File: src/mrpt_pkg.sv
`timescale 1ns / 1ps
// ----------------------------------------------------------------------------
// mrpt_pkg: shared types and constants for the 64-bit Miller-Rabin tester
// Word type, witness base table, and the status struct of the mulmod unit.
// ----------------------------------------------------------------------------
package mrpt_pkg;

  localparam int Width     = 64;
  localparam int ShiftW    = $clog2(Width);        // holds s, r and bit counts
  localparam int BaseCount = 9;
  localparam int BaseIdxW  = $clog2(BaseCount + 1);
  localparam int BaseW     = 5;                    // widest base is 23

  typedef logic [Width-1:0] word_t;

  // Status of the modular multiplier as seen by the sequencer.
  typedef struct packed {
    logic busy;
    logic done;   // one-cycle pulse, product valid
  } mm_stat_t;

  // Fixed witness bases 2, 3, 5, 7, 11, 13, 17, 19, 23.
  function automatic logic [BaseW-1:0] base_of(input logic [BaseIdxW-1:0] idx);
    logic [BaseW-1:0] b;
    case (idx)
      4'd0:    b = 5'd2;
      4'd1:    b = 5'd3;
      4'd2:    b = 5'd5;
      4'd3:    b = 5'd7;
      4'd4:    b = 5'd11;
      4'd5:    b = 5'd13;
      4'd6:    b = 5'd17;
      4'd7:    b = 5'd19;
      4'd8:    b = 5'd23;
      default: b = 5'd0;
    endcase
    return b;
  endfunction

endpackage

File: src/mrpt_mulmod.sv
`timescale 1ns / 1ps
// ----------------------------------------------------------------------------
// mrpt_mulmod: bit-serial modular multiplier
// Computes (x * y) mod m by shift-add, MSB of y first, with one modular add
// per cycle: a doubling step and a conditional add step per bit of y.
// Operands must already be below m.
// ----------------------------------------------------------------------------
module mrpt_mulmod (
  input  logic              clk_i,
  input  logic              rst_ni,
  input  logic              start_i,
  input  mrpt_pkg::word_t   x_i,
  input  mrpt_pkg::word_t   y_i,
  input  mrpt_pkg::word_t   m_i,
  output mrpt_pkg::mm_stat_t stat_o,
  output mrpt_pkg::word_t   prod_o
);
  import mrpt_pkg::*;

  logic              busy_q, busy_d;
  logic              done_q, done_d;
  logic              phase_q, phase_d;   // 0: double, 1: add x
  logic [ShiftW-1:0] cnt_q, cnt_d;
  word_t             acc_q, acc_d;
  word_t             x_q, x_d;
  word_t             y_q, y_d;
  word_t             m_q, m_d;

  // shared modular adder: acc + opb mod m, both below m
  word_t           opb;
  logic [Width:0]  sum;
  logic [Width+1:0] diff;
  word_t           addmod;

  assign opb    = phase_q ? x_q : acc_q;
  assign sum    = {1'b0, acc_q} + {1'b0, opb};
  assign diff   = {1'b0, sum} - {2'b00, m_q};
  assign addmod = diff[Width+1] ? sum[Width-1:0] : diff[Width-1:0];

  always_comb begin
    busy_d  = busy_q;
    done_d  = 1'b0;
    phase_d = phase_q;
    cnt_d   = cnt_q;
    acc_d   = acc_q;
    x_d     = x_q;
    y_d     = y_q;
    m_d     = m_q;
    if (busy_q) begin
      if (!phase_q) begin
        acc_d   = addmod;
        phase_d = 1'b1;
      end else begin
        if (y_q[Width-1]) begin
          acc_d = addmod;
        end
        y_d     = {y_q[Width-2:0], 1'b0};
        phase_d = 1'b0;
        if (cnt_q == '0) begin
          busy_d = 1'b0;
          done_d = 1'b1;
        end else begin
          cnt_d = cnt_q - ShiftW'(1);
        end
      end
    end else if (start_i) begin
      busy_d  = 1'b1;
      phase_d = 1'b0;
      cnt_d   = ShiftW'(Width - 1);
      acc_d   = '0;
      x_d     = x_i;
      y_d     = y_i;
      m_d     = m_i;
    end
  end

  always_ff @(posedge clk_i or negedge rst_ni) begin
    if (!rst_ni) begin
      busy_q  <= 1'b0;
      done_q  <= 1'b0;
      phase_q <= 1'b0;
      cnt_q   <= '0;
    end else begin
      busy_q  <= busy_d;
      done_q  <= done_d;
      phase_q <= phase_d;
      cnt_q   <= cnt_d;
    end
  end

  always_ff @(posedge clk_i) begin
    acc_q <= acc_d;
    x_q   <= x_d;
    y_q   <= y_d;
    m_q   <= m_d;
  end

  assign stat_o.busy = busy_q;
  assign stat_o.done = done_q;
  assign prod_o      = acc_q;

  // accumulator stays reduced for the whole run
  a_acc_reduced: assert property (@(posedge clk_i) disable iff (!rst_ni)
    busy_q && !$rose(busy_q) |-> acc_q < m_q)
    else $error("mulmod accumulator not reduced");

  // done only at the end of a run
  a_done_after_busy: assert property (@(posedge clk_i) disable iff (!rst_ni)
    done_q |-> $fell(busy_q))
    else $error("mulmod done without a finished run");

  // a start while idle always launches a run
  a_start_runs: assert property (@(posedge clk_i) disable iff (!rst_ni)
    start_i && !busy_q |=> busy_q)
    else $error("mulmod start ignored");

endmodule

File: src/miller_rabin_prime_test_64.sv
`timescale 1ns / 1ps
// ----------------------------------------------------------------------------
// miller_rabin_prime_test_64: deterministic Miller-Rabin test of a 64-bit word
// Sequencer around one shared bit-serial modular multiplier.
// ----------------------------------------------------------------------------
// Takes one unsigned 64-bit candidate per input word and returns one is_prime
// word. 0, 1 and even numbers other than 2 are decided without any modular
// product. An odd n is split as n-1 = d*2^s (one bit per cycle), then tested
// with bases 2..23, skipping any base >= n. Every modular product runs
// through a single shift-add multiplier, so the run time is set by that unit:
// per base roughly (bits(d) + popcount(d) + s) products, at most about 128;
// a composite usually exits after the first base. The block accepts no new
// word while a test runs; a finished result sits in an output register, so
// the next candidate can be taken while that result waits.
// Answers are exact for n < 3825123056546413051; above that a strong
// pseudoprime to all nine bases reports 1.
// ----------------------------------------------------------------------------
module miller_rabin_prime_test_64 (
  input  logic            clk_i,
  input  logic            rst_ni,
  input  logic            in_valid_i,
  output logic            in_ready_o,
  input  mrpt_pkg::word_t candidate_i,
  output logic            out_valid_o,
  input  logic            out_ready_i,
  output logic            is_prime_o
);
  import mrpt_pkg::*;

  // sequencer states
  localparam logic [3:0] S_IDLE    = 4'd0;
  localparam logic [3:0] S_DECOMP  = 4'd1;  // strip factors of two from n-1
  localparam logic [3:0] S_BASE    = 4'd2;  // pick next base or finish
  localparam logic [3:0] S_POW_CHK = 4'd3;  // next exponent bit
  localparam logic [3:0] S_POW_RES = 4'd4;  // res = res*b
  localparam logic [3:0] S_POW_SQ  = 4'd5;  // b = b*b
  localparam logic [3:0] S_TEST    = 4'd6;  // a^d == 1 ?
  localparam logic [3:0] S_SQ_CHK  = 4'd7;  // x == n-1 ?
  localparam logic [3:0] S_SQ_WAIT = 4'd8;  // x = x*x
  localparam logic [3:0] S_FINISH  = 4'd9;  // hand verdict to output reg

  logic [3:0]          state_q, state_d;
  word_t               n_q, n_d;
  word_t               nm1_q, nm1_d;      // n-1
  word_t               d_q, d_d;          // odd part of n-1
  word_t               e_q, e_d;          // running exponent
  word_t               res_q, res_d;      // running power / x
  word_t               b_q, b_d;          // running base square
  logic [ShiftW-1:0]   s_q, s_d;
  logic [ShiftW-1:0]   r_q, r_d;
  logic [BaseIdxW-1:0] k_q, k_d;
  logic                verdict_q, verdict_d;
  logic                out_valid_q, out_valid_d;
  logic                is_prime_q, is_prime_d;

  // multiplier hookup
  logic     mm_start;
  word_t    mm_x, mm_y;
  word_t    mm_prod;
  mm_stat_t mm_stat;

  logic [BaseW-1:0] base_a;
  logic             base_skip;
  logic             out_free;

  assign base_a    = base_of(k_q);
  assign base_skip = {{(Width-BaseW){1'b0}}, base_a} >= n_q;
  assign out_free  = !out_valid_q || out_ready_i;

  assign in_ready_o = (state_q == S_IDLE);

  always_comb begin
    state_d     = state_q;
    n_d         = n_q;
    nm1_d       = nm1_q;
    d_d         = d_q;
    e_d         = e_q;
    res_d       = res_q;
    b_d         = b_q;
    s_d         = s_q;
    r_d         = r_q;
    k_d         = k_q;
    verdict_d   = verdict_q;
    out_valid_d = out_valid_q;
    is_prime_d  = is_prime_q;
    mm_start    = 1'b0;
    mm_x        = b_q;
    mm_y        = b_q;

    if (out_valid_q && out_ready_i) begin
      out_valid_d = 1'b0;
    end

    case (state_q)
      S_IDLE: begin
        if (in_valid_i) begin
          n_d   = candidate_i;
          nm1_d = candidate_i - word_t'(1);
          d_d   = candidate_i - word_t'(1);
          s_d   = '0;
          if (candidate_i[Width-1:1] == '0) begin
            verdict_d = 1'b0;                 // 0 and 1
            state_d   = S_FINISH;
          end else if (candidate_i == word_t'(2)) begin
            verdict_d = 1'b1;
            state_d   = S_FINISH;
          end else if (!candidate_i[0]) begin
            verdict_d = 1'b0;                 // other even numbers
            state_d   = S_FINISH;
          end else begin
            state_d = S_DECOMP;
          end
        end
      end
      S_DECOMP: begin
        if (!d_q[0]) begin
          d_d = {1'b0, d_q[Width-1:1]};
          s_d = s_q + ShiftW'(1);
        end else begin
          k_d     = '0;
          state_d = S_BASE;
        end
      end
      S_BASE: begin
        if (k_q == BaseIdxW'(BaseCount)) begin
          verdict_d = 1'b1;
          state_d   = S_FINISH;
        end else if (base_skip) begin
          k_d = k_q + BaseIdxW'(1);
        end else begin
          res_d   = word_t'(1);
          b_d     = {{(Width-BaseW){1'b0}}, base_a};
          e_d     = d_q;
          state_d = S_POW_CHK;
        end
      end
      S_POW_CHK: begin
        if (e_q == '0) begin
          state_d = S_TEST;
        end else if (e_q[0]) begin
          mm_start = 1'b1;
          mm_x     = res_q;
          mm_y     = b_q;
          state_d  = S_POW_RES;
        end else begin
          mm_start = 1'b1;
          state_d  = S_POW_SQ;
        end
      end
      S_POW_RES: begin
        if (mm_stat.done) begin
          res_d    = mm_prod;
          mm_start = 1'b1;                    // b*b follows at once
          state_d  = S_POW_SQ;
        end
      end
      S_POW_SQ: begin
        if (mm_stat.done) begin
          b_d     = mm_prod;
          e_d     = {1'b0, e_q[Width-1:1]};
          state_d = S_POW_CHK;
        end
      end
      S_TEST: begin
        if (res_q == word_t'(1)) begin
          k_d     = k_q + BaseIdxW'(1);
          state_d = S_BASE;
        end else begin
          r_d     = '0;
          state_d = S_SQ_CHK;
        end
      end
      S_SQ_CHK: begin
        if (r_q == s_q) begin
          verdict_d = 1'b0;                   // witness found: composite
          state_d   = S_FINISH;
        end else if (res_q == nm1_q) begin
          k_d     = k_q + BaseIdxW'(1);
          state_d = S_BASE;
        end else begin
          mm_start = 1'b1;
          mm_x     = res_q;
          mm_y     = res_q;
          state_d  = S_SQ_WAIT;
        end
      end
      S_SQ_WAIT: begin
        if (mm_stat.done) begin
          res_d   = mm_prod;
          r_d     = r_q + ShiftW'(1);
          state_d = S_SQ_CHK;
        end
      end
      S_FINISH: begin
        if (out_free) begin
          out_valid_d = 1'b1;
          is_prime_d  = verdict_q;
          state_d     = S_IDLE;
        end
      end
      default: begin
        state_d = S_IDLE;
      end
    endcase
  end

  mrpt_mulmod u_mulmod (
    .clk_i   (clk_i),
    .rst_ni  (rst_ni),
    .start_i (mm_start),
    .x_i     (mm_x),
    .y_i     (mm_y),
    .m_i     (n_q),
    .stat_o  (mm_stat),
    .prod_o  (mm_prod)
  );

  always_ff @(posedge clk_i or negedge rst_ni) begin
    if (!rst_ni) begin
      state_q     <= S_IDLE;
      out_valid_q <= 1'b0;
      k_q         <= '0;
      s_q         <= '0;
      r_q         <= '0;
    end else begin
      state_q     <= state_d;
      out_valid_q <= out_valid_d;
      k_q         <= k_d;
      s_q         <= s_d;
      r_q         <= r_d;
    end
  end

  always_ff @(posedge clk_i) begin
    n_q        <= n_d;
    nm1_q      <= nm1_d;
    d_q        <= d_d;
    e_q        <= e_d;
    res_q      <= res_d;
    b_q        <= b_d;
    verdict_q  <= verdict_d;
    is_prime_q <= is_prime_d;
  end

  assign out_valid_o = out_valid_q;
  assign is_prime_o  = is_prime_q;

  // never hand the multiplier a new job while it runs
  a_start_when_free: assert property (@(posedge clk_i) disable iff (!rst_ni)
    mm_start |-> !mm_stat.busy)
    else $error("multiplier started while busy");

  // idle sequencer means no multiplication in flight
  a_idle_quiet: assert property (@(posedge clk_i) disable iff (!rst_ni)
    in_ready_o |-> !mm_stat.busy)
    else $error("multiplier busy while sequencer idle");

  // squaring count never passes s, base index never passes the table
  a_counters: assert property (@(posedge clk_i) disable iff (!rst_ni)
    (state_q == S_SQ_CHK |-> r_q <= s_q) and (k_q <= BaseIdxW'(BaseCount)))
    else $error("loop counter out of range");

endmodule
File: config.mk
export PLATFORM = sky130hd
export DESIGN_NAME = miller_rabin_prime_test_64
export DESIGN_NICKNAME = d
export VERILOG_FILES = /design/src/mrpt_pkg.sv /design/src/mrpt_mulmod.sv /design/src/miller_rabin_prime_test_64.sv
export SDC_FILE = /design/constraint.sdc
export NUM_CORES = 1
export LEC_CHECK = 0
export BUFFER_PORTS_ARGS = -buffer_cell sky130_fd_sc_hd__buf_2
export CAP_MARGIN = 20
export CORE_AREA = 2 2 282 214
export DETAILED_ROUTE_END_ITERATION = 8
export DIE_AREA = 0 0 284 216
export GPL_ROUTABILITY_DRIVEN = 1
export GPL_TIMING_DRIVEN = 0
export PLACE_DENSITY = 0.8
export SLEW_MARGIN = 10
export SYNTH_ARGS = -nofsm -noshare
export SYNTH_HDL_FRONTEND = slang
export SYNTH_HIERARCHICAL = 1
export SYNTH_SLANG_ARGS = --single-unit
File: constraint.sdc
create_clock -name clk_i -period 19.3 [get_ports clk_i]
set_input_delay 3.86 -clock clk_i [delete_from_list [all_inputs] [get_ports clk_i]]
set_output_delay 3.86 -clock clk_i [all_outputs]
set_load 0.02 [all_outputs]
==> out/summary.txt <==
Area growth syn-to-layout: 10.5%
DRT Wirelength: 120000 microns
GRT busiest layer: met1
setup_tns: 0 ns
cts repair resizes: 0
CTS Sinks: 672
RSZ-0062 raised after global routing: false
Die W: 284 microns
GP Congestion: 1.01
Synth Area per Inst: 11.4 sq um
Ys Warns: 6
Global Route met3 Usage: 11.3%
global-route wire length before repair: 176000 microns
Post-CTS Setup Bufs: 0
Worst-Skew Late Latency: 0.63 ns
worst reg-to-reg path cell count: 24
vias in the first global route: 27200
core footprint: 0.0586 sq mm
CTS tree: built
cell count after synthesis: 3326
clk buf depth: 3
final hold violation count: 0
status: completed
Die Y: 216 microns
Detailed Place HPWL: 91400 microns
worst path arrival time: 10.17 ns
Slew @ Worst Pin: 1.24 ns
period utilisation layout: 50.3%
Final Non-Filler Cells: 4330
H-tree Lvls: 3
hold path depth: 0
Initial DRT Pass Iterations: 6
Mapped Nets: 3538
# Max-Cap Violations: 0
synthesized area: 0.0378 sq mm
# nets final: 3693
initial antenna violation count: 14
maximum fanout along the worst path: 10
Remaining DRCs: 0
root buffer cell: clkbuf_16
GRT met1 Usage: 56.2%
final setup vio count: 0
max_slew headroom: 16.6%
fill count: 4109
initial drt markers: 3735
Avg WL per Cell: 27.8 microns
Final Slew Violations: 0
crit end category: flop
Fin Clk Skew: 0.0303 ns
starting density of the core: 64.5%
fin util: 71.3%
total die area: 0.0613 sq mm
total gr overflow: 0
Hold Buf Count CTS: 0
GRT Resource Usage Total: 39.0%
DR vias: 28800
max frequency: 103 MHz
port bufs: 70
Worst EP required: 19.76 ns
row cnt: 77
GR Util met2: 55.9%
nature of the critical path startpoint: flop
Cells after DPL: 4201
antenna viol nets, final: 0
cts bufs inserted: 68
Tmin final: 9.71 ns
# IOs: 71
ratio of cells with drive above 1 in the final layout: 15.4%
clk slew on worst S/H paths: 0.06 ns
WS Path Type: flop to flop
Vias/cell: 6.64
pin count of the biggest net entering global routing: 97
HP Class: flop to flop
-- placed cells by master (no fill, tap or decap), types with 8 or more instances in the layout --
cell and instances:
or4_1 11, nor3_1 39, o21a_1 18, nor4_1 78, o21ai_0 100, nand4_1 60, mux2_2 259, buf_16 11
nor2b_1 19, edfxtp_1 642, clkinv_2 11, and3_1 73, a31oi_1 21, a22o_1 24, mux2i_1 32, clkbuf_1 138
nand3b_1 8, nor2_1 192, or3_1 15, a21o_1 50, ha_1 142, and2_1 78, clkbuf_16 69, nand2b_1 17
o21ba_2 23, nand3_1 52, buf_2 87, o21bai_1 35, inv_1 124, a21oi_1 228, o211ai_1 13, xor2_1 155
a211oi_1 18, a221oi_1 9, dfrtp_1 30, xnor2_1 96, nand2_1 381
-- stage by stage --
stage | hold WS [ns] | instance area, sq um | setup slack (ns)
floorplan | 0.400 | 37800 | 10.37
global placement | 0.417 | 39100 | 6.02
detailed placement | 0.415 | 39600 | 10.09
CTS | 0.440 | 41800 | 10.00
global route | 0.447 | 41800 | 9.51
finish | 0.436 | 41800 | 9.59
-- flip-flops by register name, indices dropped and copies added, names as in the netlist, 6 cells and up --
name             flops
b_q                 64
d_q                 64
e_q                 64
n_q                 64
nm1_q               64
r_q                  6
res_q               64
s_q                  6
u_mulmod/cnt_q       6
u_mulmod/m_q        64
u_mulmod/prod_o     64
u_mulmod/x_q        64
u_mulmod/y_q        64
-- worst paths after layout --
path	from	endpoint	slack, ns
max reg2reg	u_mulmod/phase_q$_DFFE_PN0P_	u_mulmod/prod_o[60]$_SDFFCE_PN0P_	9.59
min in group asynchronous	rst_ni	s_q[5]$_DFFE_PN0P_	3.36
max	u_mulmod/phase_q$_DFFE_PN0P_	u_mulmod/prod_o[60]$_SDFFCE_PN0P_	9.59
min reg2reg	verdict_q$_DFFE_PP_	is_prime_o$_DFFE_PP_	0.44
min	verdict_q$_DFFE_PP_	is_prime_o$_DFFE_PP_	0.44
max in group asynchronous	rst_ni	u_mulmod/cnt_q[2]$_DFFE_PN0P_	15.35
-- worst max-delay path, stage by stage (launching register included) --
cell and delay [ns]:
dfrtp_1 0.32, clkbuf_1 0.67, clkbuf_1 0.64, mux2_2 0.41, ha_1 0.39, o21a_2 0.19
nand2_2 0.08, o31ai_4 0.38, o21ai_0 0.24, a2111oi_0 0.94, a31oi_1 0.48, a31oi_1 0.43
a31o_2 0.25, a21oi_1 0.11, xnor2_1 0.19, ha_1 0.41, nand4_1 0.19, or4_1 0.59
o22a_1 0.28, nand2_1 0.17, nor4b_1 0.42, a211oi_2 0.23, nor2_1 0.73, buf_2 0.49
a22o_1 0.27
-- layout make-up --
class                   instances  area (sq um)  share of cell area (%)
plain buffers                 151           657                    1.57
clock inverters                34           377                   0.902
well taps                     790           988                    2.37
repair buffers                 85           709                    1.70
flip-flops and latches        672         20000                    47.9
clock buffers                  89          1820                    4.36
multi-input cells            2375         16700                    39.9
diodes                          6          15.0                  0.0359
inverters                     128           490                    1.17
-- routing by layer --
metal	vias to the layer above	routed length [microns]
li1	12700	-
met1	13900	48800
met2	1894	50100
met3	275	16400
met4	12	4930
met5	-	83
Power is not shown: default switching activity piles up to over one toggle a cycle in this logic, so the estimate is an artifact.
